$ cat src/rpt_pkg.sv
// Shared types and constants for the RC PWM throttle decoder.
package rpt_pkg;

	// Field widths.
	localparam int unsigned CMD_W  = 2;
	localparam int unsigned CAP_W  = 16;
	localparam int unsigned THR_W  = 10;
	localparam int unsigned DUTY_W = 16;
	localparam int unsigned FREQ_W = 20;
	localparam int unsigned CLK_W  = 27;
	localparam int unsigned PRE_W  = 8;
	localparam int unsigned CFG_W  = 27;
	localparam int unsigned IDX_W  = 2;

	// Serial divider widths: the dividend holds the clock rate, the divisor
	// holds (prescaler + 1) * period, truncated to its 24 bits.
	localparam int unsigned NUM_W = 27;
	localparam int unsigned DEN_W = 24;
	localparam int unsigned CNT_W = 5;

	// Command codes.
	typedef enum logic [CMD_W-1:0] {
		CMD_PERIOD  = 2'd0,
		CMD_WIDTH   = 2'd1,
		CMD_TIMEOUT = 2'd2,
		CMD_NONE    = 2'd3
	} cmd_t;

	// Configuration register indexes.
	typedef enum logic [IDX_W-1:0] {
		REG_CLOCK_HZ  = 2'd0,
		REG_PRESCALER = 2'd1,
		REG_MIN_DUTY  = 2'd2,
		REG_MAX_DUTY  = 2'd3
	} reg_idx_t;

	// Qualification limits.
	localparam logic [FREQ_W-1:0] FREQ_MAX    = 20'hFFFFF;
	localparam logic [FREQ_W-1:0] FREQ_LOW    = 20'd30;
	localparam logic [FREQ_W-1:0] FREQ_HIGH   = 20'd400;
	localparam logic [CAP_W-1:0]  WIDTH_MIN   = 16'd1000;
	localparam logic [CAP_W-1:0]  WIDTH_MAX   = 16'd3000;
	localparam logic [CAP_W-1:0]  WIDTH_CLAMP = 16'd2000;
	localparam logic [THR_W-1:0]  THR_SCALE   = 10'd1000;

	// Reset values of the configuration registers.
	localparam logic [CLK_W-1:0]  CLOCK_HZ_RST  = 27'd35000000;
	localparam logic [PRE_W-1:0]  PRESCALER_RST = 8'd32;
	localparam logic [DUTY_W-1:0] MIN_DUTY_RST  = 16'd50;
	localparam logic [DUTY_W-1:0] MAX_DUTY_RST  = 16'd1000;

endpackage

$ cat src/rc_pwm_throttle_decoder.sv
// Top level of the RC PWM throttle decoder.
//
//   Channel   Handshake              Payload
//   cfg       cfg_we                 cfg_index, cfg_data
//   in        in_valid / in_stall    command, capture_value
//   out       out_valid / out_stall  throttle, duty, frequency
//
// A period request takes one pass of the bit-serial divider (27 quotient
// bits), a zero period none. A width request that reaches qualification
// takes two divider passes, other widths one pass; timeouts take none.
// Reset clears the stored frequency, throttle and duty and loads the default
// configuration. A new request is taken while the last result waits in the
// output register; a finished result waits for that register to empty.
module rc_pwm_throttle_decoder
	import rpt_pkg::*;
(
	input  logic              clk,
	input  logic              arst_n,
	input  logic              cfg_we,
	input  logic [IDX_W-1:0]  cfg_index,
	input  logic [CFG_W-1:0]  cfg_data,
	input  logic              in_valid,
	output logic              in_stall,
	input  logic [CMD_W-1:0]  command,
	input  logic [CAP_W-1:0]  capture_value,
	output logic              out_valid,
	input  logic              out_stall,
	output logic [THR_W-1:0]  throttle,
	output logic [DUTY_W-1:0] duty,
	output logic [FREQ_W-1:0] frequency
);

	typedef enum logic [2:0] {
		ST_IDLE,
		ST_FREQ,
		ST_DEADBAND,
		ST_DUTY_START,
		ST_DUTY,
		ST_DONE
	} state_t;

	state_t            state_q;
	logic [CLK_W-1:0]  clock_hz_q;
	logic [PRE_W-1:0]  prescaler_q;
	logic [DUTY_W-1:0] min_duty_q;
	logic [DUTY_W-1:0] max_duty_q;
	logic [FREQ_W-1:0] freq_q;
	logic [THR_W-1:0]  thr_q;
	logic [DUTY_W-1:0] duty_q;
	logic [THR_W-1:0]  width_q;
	logic              out_valid_q;
	logic [THR_W-1:0]  throttle_q;
	logic [DUTY_W-1:0] duty_out_q;
	logic [FREQ_W-1:0] frequency_q;

	logic              accept;
	logic              out_free;
	logic              in_window;
	logic              width_ok;
	logic [CAP_W-1:0]  width_clamped;
	logic              div_start;
	logic [NUM_W-1:0]  div_num;
	logic [DEN_W-1:0]  div_den;
	logic              div_done;
	logic [NUM_W-1:0]  div_quo;

	assign in_stall = (state_q != ST_IDLE);
	assign accept   = in_valid && !in_stall;
	assign out_free = !out_valid_q || !out_stall;

	// Width qualification terms.
	assign in_window     = (freq_q > FREQ_LOW) && (freq_q < FREQ_HIGH);
	assign width_ok      = (capture_value >= WIDTH_MIN) && (capture_value <= WIDTH_MAX);
	assign width_clamped = (capture_value > WIDTH_CLAMP) ? WIDTH_CLAMP : capture_value;

	// Divider operand selection for the three divisions.
	always_comb begin
		div_start = 1'b0;
		div_num   = '0;
		div_den   = '0;
		case (state_q)
			ST_IDLE: begin
				if (command == CMD_PERIOD) begin
					div_start = accept && (capture_value != '0);
					div_num   = NUM_W'(clock_hz_q);
					div_den   = DEN_W'({1'b0, prescaler_q} + 9'd1) * DEN_W'(capture_value);
				end else begin
					div_start = accept && (command == CMD_WIDTH) && in_window && width_ok
						&& (max_duty_q != '0);
					div_num   = NUM_W'(min_duty_q) * NUM_W'(THR_SCALE);
					div_den   = DEN_W'(max_duty_q);
				end
			end
			ST_DUTY_START: begin
				div_start = 1'b1;
				div_num   = NUM_W'(thr_q) * NUM_W'(max_duty_q);
				div_den   = DEN_W'(THR_SCALE);
			end
			default: begin
				div_start = 1'b0;
			end
		endcase
	end

	rpt_div u_div (
		.clk   (clk),
		.arst_n(arst_n),
		.start (div_start),
		.num   (div_num),
		.den   (div_den),
		.done  (div_done),
		.quo   (div_quo)
	);

	// Configuration registers.
	always_ff @(posedge clk or negedge arst_n) begin
		if (!arst_n) begin
			clock_hz_q  <= CLOCK_HZ_RST;
			prescaler_q <= PRESCALER_RST;
			min_duty_q  <= MIN_DUTY_RST;
			max_duty_q  <= MAX_DUTY_RST;
		end else if (cfg_we) begin
			case (reg_idx_t'(cfg_index))
				REG_CLOCK_HZ:  clock_hz_q  <= cfg_data[CLK_W-1:0];
				REG_PRESCALER: prescaler_q <= cfg_data[PRE_W-1:0];
				REG_MIN_DUTY:  min_duty_q  <= cfg_data[DUTY_W-1:0];
				REG_MAX_DUTY:  max_duty_q  <= cfg_data[DUTY_W-1:0];
				default: begin
				end
			endcase
		end
	end

	// Offset of the clamped width above the minimum, kept for the deadband test.
	always_ff @(posedge clk) begin
		if (accept) begin
			width_q <= THR_W'(width_clamped - WIDTH_MIN);
		end
	end

	// Request sequencer, decoder state and output register.
	always_ff @(posedge clk or negedge arst_n) begin
		if (!arst_n) begin
			state_q     <= ST_IDLE;
			freq_q      <= '0;
			thr_q       <= '0;
			duty_q      <= '0;
			out_valid_q <= 1'b0;
			throttle_q  <= '0;
			duty_out_q  <= '0;
			frequency_q <= '0;
		end else begin
			if (out_valid_q && !out_stall) begin
				out_valid_q <= 1'b0;
			end
			case (state_q)
				ST_IDLE: begin
					if (accept) begin
						case (cmd_t'(command))
							CMD_PERIOD: begin
								if (capture_value == '0) begin
									freq_q  <= FREQ_MAX;
									state_q <= ST_DONE;
								end else begin
									state_q <= ST_FREQ;
								end
							end
							CMD_WIDTH: begin
								if (!in_window) begin
									state_q <= ST_DUTY_START;
								end else if (!width_ok || max_duty_q == '0) begin
									thr_q   <= '0;
									state_q <= ST_DUTY_START;
								end else begin
									state_q <= ST_DEADBAND;
								end
							end
							CMD_TIMEOUT: begin
								thr_q   <= '0;
								duty_q  <= '0;
								state_q <= ST_DONE;
							end
							default: begin
								state_q <= ST_DONE;
							end
						endcase
					end
				end
				ST_FREQ: begin
					if (div_done) begin
						freq_q  <= (div_quo > NUM_W'(FREQ_MAX)) ? FREQ_MAX : div_quo[FREQ_W-1:0];
						state_q <= ST_DONE;
					end
				end
				ST_DEADBAND: begin
					// Widths below the start-duty deadband give zero throttle.
					if (div_done) begin
						thr_q   <= (NUM_W'(width_q) < div_quo) ? '0 : width_q;
						state_q <= ST_DUTY_START;
					end
				end
				ST_DUTY_START: begin
					state_q <= ST_DUTY;
				end
				ST_DUTY: begin
					if (div_done) begin
						duty_q  <= div_quo[DUTY_W-1:0];
						state_q <= ST_DONE;
					end
				end
				ST_DONE: begin
					if (out_free) begin
						out_valid_q <= 1'b1;
						throttle_q  <= thr_q;
						duty_out_q  <= duty_q;
						frequency_q <= freq_q;
						state_q     <= ST_IDLE;
					end
				end
				default: begin
					state_q <= ST_IDLE;
				end
			endcase
		end
	end

	assign out_valid = out_valid_q;
	assign throttle  = throttle_q;
	assign duty      = duty_out_q;
	assign frequency = frequency_q;

endmodule

$ cat src/rpt_div.sv
// Restoring divider that resolves one quotient bit per cycle.
module rpt_div
	import rpt_pkg::*;
(
	input  logic             clk,
	input  logic             arst_n,
	input  logic             start,
	input  logic [NUM_W-1:0] num,
	input  logic [DEN_W-1:0] den,
	output logic             done,
	output logic [NUM_W-1:0] quo
);

	logic [DEN_W-1:0] rem_q;
	logic [DEN_W-1:0] den_q;
	logic [NUM_W-1:0] quo_q;
	logic [CNT_W-1:0] cnt_q;
	logic             busy_q;
	logic             done_q;
	logic [DEN_W+1:0] trial;
	logic             fits;

	// Trial subtraction of the divisor from the shifted partial remainder.
	always_comb begin
		trial = {1'b0, rem_q, quo_q[NUM_W-1]} - {2'b00, den_q};
		fits  = ~trial[DEN_W+1];
	end

	// Dividend bits leave at the top while quotient bits enter at the bottom.
	always_ff @(posedge clk or negedge arst_n) begin
		if (!arst_n) begin
			busy_q <= 1'b0;
			done_q <= 1'b0;
			cnt_q  <= '0;
		end else begin
			done_q <= 1'b0;
			if (start) begin
				busy_q <= 1'b1;
				cnt_q  <= CNT_W'(NUM_W - 1);
			end else if (busy_q) begin
				cnt_q <= cnt_q - 1'b1;
				if (cnt_q == '0) begin
					busy_q <= 1'b0;
					done_q <= 1'b1;
				end
			end
		end
	end

	always_ff @(posedge clk) begin
		if (start) begin
			rem_q <= '0;
			den_q <= den;
			quo_q <= num;
		end else if (busy_q) begin
			rem_q <= fits ? trial[DEN_W-1:0] : {rem_q[DEN_W-2:0], quo_q[NUM_W-1]};
			quo_q <= {quo_q[NUM_W-2:0], fits};
		end
	end

	assign done = done_q;
	assign quo  = quo_q;

endmodule

$ cat config.mk
export PLATFORM = sky130hd
export DESIGN_NAME = rc_pwm_throttle_decoder
export DESIGN_NICKNAME = d
export VERILOG_FILES = /design/src/rpt_pkg.sv /design/src/rc_pwm_throttle_decoder.sv /design/src/rpt_div.sv
export SDC_FILE = /design/constraint.sdc
export NUM_CORES = 1
export LEC_CHECK = 0
export BUFFER_PORTS_ARGS = -buffer_cell sky130_fd_sc_hd__buf_2
export CAP_MARGIN = 20
export CORE_MARGIN = 2
export CORE_UTILIZATION = 30
export CTS_BUF_LIST = sky130_fd_sc_hd__clkbuf_8
export DETAILED_ROUTE_END_ITERATION = 12
export PLACE_DENSITY = 0.49
export SKIP_CTS_REPAIR_TIMING = 1
export SLEW_MARGIN = 20
export SYNTH_ARGS = -nofsm -noshare
export SYNTH_HDL_FRONTEND = slang
export SYNTH_SLANG_ARGS = --single-unit
$ cat constraint.sdc
create_clock -name clk -period 12.8 [get_ports clk]
set_input_delay 0 -clock clk [delete_from_list [all_inputs] [get_ports clk]]
set_output_delay 0 -clock clk [all_outputs]
set_load 0.01 [all_outputs]
* Yosys cells after proc, flatten, opt, wreduce, memory -nomap -nowiden *
Index checks and enable logic that the tools add are counted.

storage, ports and cells
  register bits = 255
  input bits = 52

operators by class
  multiplexer cells = 47
  magnitude comparators = 7
  multiply operators = 3
  eq/ne operators = 22
  add/sub/neg operators = 4
  bitwise operators = 1
  reduce and logical (&&, ||, !) cells = 38

operator list
  kind                     number
  $mux W20                 5
  $mux W27                 3
  $mux W10                 6
  $pmux W27 S2             1
  $mux W16                 3
  $mux W24                 2
  $pmux W24 S2             1
  $pmux W10 S2             2
  $pmux W20 S2             1
  $logic_not A16 Y1        2
  $pmux W16 S2             1
  $reduce_bool A16 Y1      2
  $gt A27 B20 Y1 const B   1
  $lt A10 B27 Y1           1
  $mul A10 B16 Y26         1
  $sub A25 B24 Y26         1
  $mul A9 B16 Y24          1
  $mul A16 B7 Y23 const B  1
  $gt A20 B5 Y1 const B    1
  $lt A20 B9 Y1 const B    1
  $ge A16 B10 Y1 const B   1
  $gt A16 B11 Y1 const B   1
  $le A16 B12 Y1 const B   1
  $mux W3                  5
  31 further kinds         77

* Logic depth before layout (Yosys ltp) *
Gate-level depths: netlist of run 1.

  word-level depth = 10
  mapped depth = 24
  gate-level depth less buffers = 23

* By module *
Synthesis of run 1 repeated with hierarchy kept, for this count alone.

unflattened totals
  cells, all modules = 2,521
  area, all modules = 24,820.1 um^2

modules (own cells, without submodules)
  module                   cells each  instances  area an instance (um^2)
  rc_pwm_throttle_decoder  2,038       1          19,912.8
  rpt_div                  483         1          4,907.2

* Least setup slack after synthesis of run 1 *
Ideal clock, no wire load.

  path kind = register to register
  start point = register prescaler_q[0]
  end point = register u_div.den_q[20] (data pin)
  required time = 12.532 ns
  period minus slack after synthesis = 6.154 ns
  stages on the path, launching flop included = 23
  data arrival time = 5.886 ns
  path buffers = 2
  setup slack = 6.646 ns
  cells stage by stage = dfrtp_1 > clkbuf_1 > nand2_1 > nor2_1 > and3_1 > xor2_1 > clkbuf_1 > nand2_1 > fa_1 > fa_1 > inv_1 > fa_1 > inv_1 > fa_1 > inv_1 > ha_1 > a21boi_1 > or4_1 > a31o_1 > a311o_1 > a2111oi_4 > o21ai_0 > nor3b_2

on the way
  word-level cells in the longest chain between the ends = 4

RTL lines
  element                 line                            RTL
  from (decl)             rc_pwm_throttle_decoder.sv:44   logic [PRE_W-1:0] prescaler_q;
  from (signal assigned)  rc_pwm_throttle_decoder.sv:125  REG_PRESCALER: prescaler_q <= cfg_data[PRE_W-1:0];
  $add A8 B1 Y9           rc_pwm_throttle_decoder.sv:86   div_den = DEN_W'({1'b0, prescaler_q} + 9'd1) * DEN_W'(capture_value);
  $mul A9 B16 Y24         rc_pwm_throttle_decoder.sv:86
  $mux W24                rc_pwm_throttle_decoder.sv:83   if (command == CMD_PERIOD) begin
  $pmux W24 S2            rc_pwm_throttle_decoder.sv:81   case (state_q)
  named net div_den[20]   rc_pwm_throttle_decoder.sv:63   logic [DEN_W-1:0] div_den;
  to (signal assigned)    rpt_div.sv:53                   den_q <= den;
  to (decl)               rpt_div.sv:15                   logic [DEN_W-1:0] den_q;

The timed path passes the listed nets, and every way through them passes these cells.
A chain may end at the register's enable or synchronous reset.

* Final worst setup path of run 1 *
Same ends and word-level chain as after synthesis.

==> impl_metrics.csv, run 1 <==
group,metric,value,unit
power_and_ir_drop,finalPower,0.00783,W
synthesis,ys.warnings.count,0,
cts,cts_tree,"yes",
routing,drt_first_pass_iters,5,
sta,period_needed,7030,ps
routing,viasPerCell,4.87,
synthesis,async_reset_ff_share,66.7,%
global_route,grt_overflow,0,
sta,finClkSkew,37.5,ps
synthesis,synth-seq-cells,255,
floorplan,fp-row-count,105,
sta,setup_viol,0,
worst_setup_path,worst-setup-path-type,"flip-flop to flip-flop",
worst_setup_path,crit_path_end_kind,"flip-flop",
worst_setup_path,worstPathArrival,7370,ps
synthesis,synth_edf_count,61,
routing,drc,0,
worst_setup_path,critPathRequiredTime,13140,ps
global_route,grt_first_pass_wirelength,110000,um
synthesis,ys.flop_type,"dfrtp_1",
synthesis,ys_seq_area_share,26.7,%
floorplan,pin_count,100,
worst_setup_path,start_kind,"flip-flop",
synthesis,syn_avg_cell_area,9.58,um^2
floorplan,core_area,0.0817,mm^2
final_layout,seqCellArea,0.00659,mm^2
sta,slew_viol_final,0,
cts,clockBufferDepth,3,
synthesis,synth_cell_types,80,
run_status,outcome,"complete, no violations",
placement,globalplace.congestion,0.890,
placement,io_buffers,99,
sta,max_slew_margin,37.5,%
floorplan,die_w,291,um
sta,finalCritPeriodShare,55.0,%
synthesis,syn_area,0.0247,mm^2
sta,fin_tns_setup,0,ps
cts,htree_num_levels,2,
routing,final_antenna_net_count,0,
cts,cts_sinks,255,
final_layout,final_cells,3793,
global_route,grt_pass1_vias,19403,
final_layout,multi_input_area,0.0162,mm^2
power_and_ir_drop,powerDensity,281,mW/mm^2
routing,totalWireLength,69100,um
final_layout,nets,3188,
cts,clk_pin_slew,60,ps
power_and_ir_drop,ir_drop,0.233,mV
cts,cts_root_buffer,"clkbuf_8",
sta,timing_hold_violations_final,0,
placement,hpwl,53000,um
floorplan,initial_core_util,30.2,%
global_route,track_usage,16.6,%
routing,dr.first_iter.drc_count,1079,
sta,worst_pin_slew,938,ps
floorplan,dieArea,0.0845,mm^2
cts,cts_buffers,52,
sta,rsz0062_at_grt,"no",
cts,clk_latency,650,ps
final_layout,fill_cells,8434,
routing,dr_total_vias,18475,
run,maxCapViolations,0,
synthesis,synth_nets,3086,
routing,avgRoutedWirePerCell,18.2,um
sta,hold_ws,0.0451,ps
power_and_ir_drop,p_leak,13.4,nW
final_layout,drive_above_1_share,13.2,%
synthesis,syn_inst,2574,
final_layout,final_util,34.1,%
hold_path,hp-class,"input port to flip-flop",
global_route,grt_max_degree,104,
worst_setup_path,critPathMaxFanout,20,
sta,fmax,142,MHz
floorplan,die_h,291,um
final_layout,syn2layout_area_growth,13.0,%
global_route,antenna_found_initial,7,
placement,dpl.cell_count,3649,
==> flip-flops by register name (all words and copies together), names as in the netlist, 3 cells and up <==
register,count
throttle,10
u_div.den_q,24
frequency,20
state_q,3
u_div.rem_q,24
duty,16
thr_q,10
clock_hz_q,27
min_duty_q,16
duty_q,16
u_div.quo,27
u_div.cnt_q,5
max_duty_q,16
freq_q,20
prescaler_q,8
width_q,10
==> cell usage after synthesis, types with 7 or more instances <==
cell type	count	share of area, %
nand2b_1	38	0.96
fa_1	263	21
a21o_1	29	0.88
nor3_1	34	0.69
xor2_1	31	1.1
mux2_2	113	5.2
a31oi_1	22	0.56
or3_1	7	0.18
nor2b_1	45	1.1
xnor2_1	56	2.0
and2_1	118	3.0
nand4_1	14	0.36
a21oi_1	88	1.8
o21ai_1	42	0.85
edfxtp_1	61	7.4
nor4_1	12	0.30
clkbuf_1	101	1.5
o21a_1	19	0.58
a211oi_1	27	0.82
a22o_1	10	0.36
o21ai_0	69	1.4
dfxtp_1	24	1.9
and3_1	14	0.36
inv_1	381	5.8
dfrtp_1	151	15
ha_1	197	10
nand2_1	267	4.1
mux2i_1	27	1.1
dfstp_2	19	2.0
nand3_1	28	0.57
nor2_1	132	2.0
o211ai_1	9	0.27
==> cells in the final DEF, fill, tap and decap left out, types with 27 or more instances in the layout <==
| master | synthesis | layout |
|---|---|---|
| inv_1 | 381 | 400 |
| buf_2 | 6 | 98 |
| edfxtp_1 | 61 | 61 |
| xnor2_1 | 56 | 56 |
| nor2b_1 | 45 | 45 |
| o21ai_0 | 69 | 69 |
| mux2i_1 | 27 | 27 |
| nand2b_1 | 38 | 38 |
| mux2_2 | 113 | 113 |
| a21o_1 | 29 | 29 |
| dfrtp_1 | 151 | 151 |
| o21ai_1 | 42 | 42 |
| and2_1 | 118 | 118 |
| a211oi_1 | 27 | 27 |
| nor2_1 | 132 | 131 |
| a21oi_1 | 88 | 88 |
| xor2_1 | 31 | 29 |
| nor3_1 | 34 | 33 |
| dlygate4sd3_1 | 0 | 41 |
| clkbuf_8 | 0 | 63 |
| nand3_1 | 28 | 28 |
| ha_1 | 197 | 196 |
| nand2_1 | 267 | 266 |
| fa_1 | 263 | 263 |
==> cell families (layout without fill, tap and decap cells) <==
logic type / Yosys count / after routing / share of synthesized area [%]
multiplexers: 140 / 140 / 6.26
AO/OA/AOI/OAI: 389 / 389 / 10.1
adder cells (fa/ha/maj): 460 / 460 / 31.3
flip-flops: 255 / 255 / 26.7
XOR/XNOR: 87 / 87 / 3.09
other: 0 / 4 / 0
buffers and inverters: 499 / 644 / 7.66
AND/OR/NAND/NOR: 744 / 744 / 14.8
==> cell type report <==
type / count / share of cell area (%)
inverter: 384 / 5.17
sequential: 255 / 23.7
antenna: 4 / 0.0359
timing repair buffer: 163 / 3.97
clock inverter: 35 / 1.04
clock buffer: 62 / 3.06
multi-input combinational: 1820 / 58.3
tap: 1070 / 4.81
==> report_power, final <==
part	switching (W)	total [W]	leakage, nW	internal (W)
Combinational	0.00318	0.00549	9.89	0.00231
Sequential	0.000278	0.00140	2.81	0.00112
Clock	0.000390	0.000931	0.660	0.000542
Total	0.00385	0.00783	13.4	0.00398
==> routing by layer <==
layer	GRT usage, %	vias to the layer above	part of all wire [%]
met3	3.05	118	6.0
met2	27.1	460	47
met1	21.9	9238	44
li1	-	8657	-
met5	0	-	0.019
met4	5.70	2	3.2
==> path summary, 6_finish.rpt <==
path                            slack [ps]                         start  cells past startpoint                            to
worst max-delay path                  5770    prescaler_q[0]$_DFFE_PN0P_                     20     u_div.den_q[20]$_DFFE_PP_
worst min-delay path                  0.05              capture_value[6]                      5          width_q[7]$_DFFE_PP_
worst max register to register        5770    prescaler_q[0]$_DFFE_PN0P_                     20     u_div.den_q[20]$_DFFE_PP_
worst min register to register         450  u_div.rem_q[23]$_SDFFE_PP0P_                      2  u_div.rem_q[23]$_SDFFE_PP0P_
max in group asynchronous            11220                        arst_n                      3    u_div.cnt_q[3]$_DFFE_PN0P_
min in group asynchronous               60                        arst_n                      2          duty[15]$_DFFE_PN0P_
==> worst max-delay path, stage by stage (launching register included) <==
cell	delay (ps)
dfrtp_1	730
ha_1	350
nand2_1	80
nor2_1	150
and3_1	610
nand2_1	170
fa_1	530
fa_1	550
inv_1	50
fa_1	560
inv_1	60
fa_1	530
inv_1	40
ha_1	330
a21boi_1	160
or4_1	510
a31o_1	280
a311o_1	400
a2111oi_4	390
o21ai_0	110
nor3b_2	160
==> stage by stage <==
stage	setup slack [ps]	instance area, um^2
after floorplan	6650	24700
after global placement	5710	26200
after detailed placement	5580	26300
after CTS	5530	27400
after global routing	5350	27900
final	5770	27900
No activity file was read; power rests on OpenSTA's default activity.
==> inputs of run 2 (changes only) <==
Settings changed: PLACE_DENSITY 0.49 to 0.5.
Clock period 12.8 ns to 5.89 ns, I/O delays scaled along.
==> impl_metrics.csv, run 2 (same netlist as run 1, synthesis figures left out) <==
group,metric,value,unit
routing,dr_total_vias,18869,
worst_setup_path,worst-setup-path-type,"flip-flop to flip-flop",
sta,hold_ws,32.5,ps
cts,htree_num_levels,2,
routing,drc,0,
sta,slew_viol_final,0,
run,maxCapViolations,0,
cts,clockBufferDepth,3,
worst_setup_path,crit_path_end_kind,"flip-flop",
sta,rsz0062_at_grt,"yes",
cts,cts_root_buffer,"clkbuf_8",
final_layout,final_cell_mix,"inv_1, nand2_1, fa_1",
power_and_ir_drop,swShare,48.6,%
sta,finClkSkew,80.0,ps
global_route,antenna_found_initial,4,
global_route,grt_pass1_vias,19819,
placement,hpwl,55800,um
final_layout,mostFrequentLayoutCell,"inv_1",
routing,dr.first_iter.drc_count,934,
floorplan,die_w,291,um
sta,period_needed,5780,ps
global_route,grt_max_degree,72,
routing,drt_first_pass_iters,7,
cts,cts_tree,"yes",
cts,cts_sinks,255,
power_and_ir_drop,p_leak,13.9,nW
final_layout,nets,3284,
floorplan,fp-row-count,105,
final_layout,final_cells,3885,
final_layout,drive_above_1_share,18.7,%
floorplan,dieArea,0.0845,mm^2
sta,fmax,173,MHz
global_route,grt_first_pass_wirelength,111000,um
power_and_ir_drop,p_switching,0.00869,W
power_and_ir_drop,ir_drop,0.802,mV
placement,dpl.cell_count,3730,
hold_path,hp-class,"input port to flip-flop",
sta,finalCritPeriodShare,98.2,%
cts,clk_latency,670,ps
routing,totalWireLength,70400,um
global_route,track_usage,16.6,%
power_and_ir_drop,intPower,0.00919,W
sta,max_slew_margin,35.5,%
placement,globalplace.congestion,0.853,
sta,setup_viol,0,
sta,fin_tns_setup,0,ps
global_route,grt_overflow,0,
power_and_ir_drop,pwr-share-seq,16.8,%
routing,avgRoutedWirePerCell,18.1,um
floorplan,initial_core_util,30.2,%
worst_setup_path,critPathMaxFanout,7,
floorplan,pin_count,100,
worst_setup_path,critPathRequiredTime,6280,ps
power_and_ir_drop,finalPower,0.0179,W
placement,io_buffers,99,
worst_setup_path,worstPathArrival,6180,ps
cts,clk_pin_slew,60,ps
routing,viasPerCell,4.86,
routing,final_antenna_net_count,0,
final_layout,syn2layout_area_growth,17.7,%
run_status,outcome,"complete, no violations",
power_and_ir_drop,p_clk_share,10.9,%
floorplan,core_area,0.0817,mm^2
power_and_ir_drop,powerDensity,616,mW/mm^2
floorplan,die_h,291,um
sta,timing_hold_violations_final,0,
worst_setup_path,start_kind,"flip-flop",
sta,worst_pin_slew,965,ps
cts,cts_buffers,51,
power_and_ir_drop,combPwrFrac,72.3,%
[run 2: cell types whose count changed in the layout (fill, tap and decap cells not counted), sizes merged]
cell / delta
buf: +98
clkinv: +4
inv: -4
clkbuf: -2
bufinv: -2
diode: -2
[run 2: power groups by stage]
stage          clock [W]  combinational (W)  sequential, W
2_1_floorplan          0            0.00912        0.00281
3_3_place_gp           0             0.0122        0.00301
3_5_place_dp           0             0.0124        0.00303
4_1_cts          0.00201             0.0125        0.00300
5_1_grt          0.00209             0.0146        0.00308
6_report         0.00194             0.0129        0.00301
[run 2: final timing paths]
kind	from	end	slack [ps]	cells past startpoint
max	max_duty_q[7]$_DFFE_PN1P_	u_div.quo[18]$_DFFE_PP_	110	22
min	command[1]	duty_q[15]$_DFFE_PN0P_	30	5
max reg2reg	max_duty_q[7]$_DFFE_PN1P_	u_div.quo[18]$_DFFE_PP_	110	22
min reg2reg	u_div.rem_q[23]$_SDFFE_PP0P_	u_div.rem_q[23]$_SDFFE_PP0P_	450	2
max in group asynchronous	arst_n	min_duty_q[11]$_DFFE_PN0P_	4490	4
min in group asynchronous	arst_n	throttle[2]$_DFFE_PN0P_	450	4
[run 2: critical path: stages (launching register included)]
cell and delay [ps]:
dfstp_2 620, nand2_2 80, fa_1 540, inv_1 50
fa_1 490, inv_2 40, fa_1 510, inv_2 40
fa_1 490, inv_1 50, fa_1 520, inv_2 50
ha_4 210, o21a_1 130, o211a_4 280, o41a_1 160
o41ai_2 320, buf_4 170, a21o_1 180, nand2b_1 90
xnor2_1 170, nor2_1 70, a221o_1 260
[run 2: per-stage QoR]
stage / utilization (%) / area (um^2) / setup slack, ps
floorplan: - / 24700 / -63.1
global placement: 32.9 / 26900 / -103
detailed placement: 32.9 / 26900 / -218
CTS: 34.2 / 28000 / -195
global route: 35.5 / 29000 / -90.3
finish: 35.5 / 29000 / 105
[run 2: layout make-up]
type                            count  area [um^2]
Antenna cell                        2         5.00
Clock buffer                       61          840
Clock inverter                     33          239
Fill cell                        8350        52700
Inverter                          384         1440
Multi-Input combinational cell   1820        16600
Sequential cell                   255         6600
Tap cell                         1070         1340
Timing Repair Buffer              260         1930
[run 2: per-layer routing]
layer / routed length (um) / GRT usage (%) / share of wire (%)
met1: 31400 / 21.5 / 45
met2: 33900 / 28.4 / 48
met3: 2930 / 2.38 / 4.2
met4: 2090 / 5.07 / 3.0
met5: 26 / 0 / 0.037
==> inputs of run 3 (changes only) <==
==> constraint.sdc (replaced) <==
create_clock -name clk -period 5.89 [get_ports clk]
set_input_delay 0.589 -clock clk [delete_from_list [all_inputs] [get_ports clk]]
set_output_delay 0.589 -clock clk [all_outputs]
set_load 0.01 [all_outputs]
==> impl_metrics.csv, run 3 (same netlist as run 1, synthesis figures left out) <==
group,metric,value,unit
run_status,outcome,"complete, no violations",
run,maxCapViolations,0,
cts,cts_tree,"yes",
worst_setup_path,path_cells,"buf_4, and2_1, fa_1, fa_1, ha_4, fa_1, inv_1, fa_1, inv_1, ha_1, o21a_1, o211a_4, o41a_1, o41ai_2, buf_4, a21o_1, nand2b_1, xnor2_1, nor2_1, a221o_1",
floorplan,initial_core_util,30.2,%
routing,totalWireLength,70600,um
floorplan,die_w,291,um
worst_setup_path,cpMaxStageDelayCell,"fa_1",
final_layout,seqCellArea,0.00660,mm^2
sta,slew_viol_final,0,
global_route,grt_overflow,0,
worst_setup_path,critPathTopFamily,"adder cells",
sta,fmax,174,MHz
power_and_ir_drop,ir_drop,0.723,mV
worst_setup_path,worst-setup-path-type,"flip-flop to flip-flop",
cts,clockBufferDepth,3,
placement,globalplace.congestion,0.865,
sta,finClkSkew,79.7,ps
worst_setup_path,critPathRequiredTime,6300,ps
routing,dr_total_vias,18711,
routing,dr.first_iter.drc_count,967,
placement,hpwl,56100,um
sta,timing_hold_violations_final,0,
final_layout,fill_cells,8415,
worst_setup_path,cp.buffers_inverters,4,
sta,finalCritPeriodShare,97.5,%
routing,avgRoutedWirePerCell,18.3,um
sta,rsz0062_at_grt,"yes",
final_layout,mostFrequentLayoutCell,"inv_1",
cts,cts_root_buffer,"clkbuf_8",
routing,drt_first_pass_iters,5,
cts,cts_buffers,51,
final_layout,syn2layout_area_growth,16.7,%
cts,clk_latency,690,ps
floorplan,die_h,291,um
hold_path,hp-class,"input port to flip-flop",
worst_setup_path,cp_common_cell,"fa_1",
worst_setup_path,start_kind,"flip-flop",
floorplan,pin_count,100,
sta,max_slew_margin,34.8,%
sta,hold_ws,171,ps
global_route,grt_max_degree,103,
global_route,track_usage,16.6,%
global_route,antenna_found_initial,5,
power_and_ir_drop,p_leak,13.8,nW
cts,clk_pin_slew,70,ps
placement,io_buffers,99,
sta,setup_viol,0,
cts,htree_num_levels,2,
worst_setup_path,critical-path-max-stage-delay,600,ps
final_layout,final_cell_mix,"inv_1, nand2_1, fa_1",
global_route,grt_first_pass_wirelength,111000,um
sta,worst_pin_slew,975,ps
sta,period_needed,5740,ps
worst_setup_path,worstPathArrival,6150,ps
routing,viasPerCell,4.84,
final_layout,nets,3262,
final_layout,multi_input_area,0.0167,mm^2
worst_setup_path,crit_path_end_kind,"flip-flop",
cts,cts_sinks,255,
sta,setup_slack,147,ps
sta,fin_tns_setup,0,ps
final_layout,drive_above_1_share,19.7,%
floorplan,fp-row-count,105,
floorplan,dieArea,0.0845,mm^2
routing,drc,0,
power_and_ir_drop,powerDensity,624,mW/mm^2
floorplan,core_area,0.0817,mm^2
global_route,grt_pass1_vias,19716,
placement,pre_cts_slack,-167,ps
worst_setup_path,critPathMaxFanout,8,
routing,final_antenna_net_count,0,
[run 3: layer usage]
| layer | up-vias | track usage, % | wire [um] |
|---|---|---|---|
| met4 | 6 | 5.05 | 2000 |
| li1 | 8809 | - | - |
| met3 | 107 | 2.88 | 3450 |
| met5 | - | 0 | 34 |
| met2 | 418 | 28.6 | 34400 |
| met1 | 9371 | 21.3 | 30700 |
[run 3: final timing paths]
| path | from | to | slack [ps] | depth (start not counted) |
|---|---|---|---|---|
| worst max-delay path | thr_q[6]$_DFFE_PN0P_ | u_div.quo[18]$_DFFE_PP_ | 150 | 20 |
| worst min-delay path | cfg_data[24] | clock_hz_q[24]$_DFFE_PN0P_ | 170 | 3 |
| worst max register to register | thr_q[6]$_DFFE_PN0P_ | u_div.quo[18]$_DFFE_PP_ | 150 | 20 |
| worst min register to register | width_q[0]$_SDFFCE_PP0P_ | thr_q[0]$_DFFE_PN0P_ | 430 | 1 |
| max in group asynchronous | arst_n | clock_hz_q[12]$_DFFE_PN0P_ | 4380 | 3 |
| min in group asynchronous | arst_n | throttle[8]$_DFFE_PN0P_ | 470 | 2 |
[run 3: worst register-to-register path: stages (launching register included)]
cell	delay (ps)
dfrtp_2	460
buf_4	170
and2_1	170
fa_1	470
fa_1	600
ha_4	220
fa_1	530
inv_1	60
fa_1	540
inv_1	40
ha_1	300
o21a_1	210
o211a_4	260
o41a_1	150
o41ai_2	360
buf_4	160
a21o_1	190
nand2b_1	90
xnor2_1	150
nor2_1	70
a221o_1	260
[run 3: final cells by class]
class	count	share of cell area, %
Multi-Input combinational cell	1820	57.9
Sequential cell	255	22.9
Timing Repair Buffer	238	5.73
Inverter	384	5.01
Tap cell	1070	4.65
Clock buffer	56	2.68
Clock inverter	40	1.06
Antenna cell	2	0.0174
[run 3: per-stage QoR]
| stage | instance area, um^2 | power, W | instances | utilization, % |
|---|---|---|---|---|
| 2_1_floorplan | 24700 | 0.0119 | 2574 | - |
| 3_3_place_gp | 26900 | 0.0152 | 3738 | 33.0 |
| 3_5_place_dp | 27000 | 0.0154 | 3739 | 33.0 |
| 4_1_cts | 28000 | 0.0175 | 3835 | 34.3 |
| 5_1_grt | 28800 | 0.0199 | 3864 | 35.2 |
| 6_report | 28800 | 0.0180 | 3865 | 35.2 |
[run 3: power by group]
| group | internal, W | switching, W | total, W |
|---|---|---|---|
| Combinational | 0.00574 | 0.00729 | 0.0130 |
| Sequential | 0.00244 | 0.000559 | 0.00300 |
| Clock | 0.00103 | 0.000894 | 0.00192 |
| Total | 0.00921 | 0.00874 | 0.0180 |
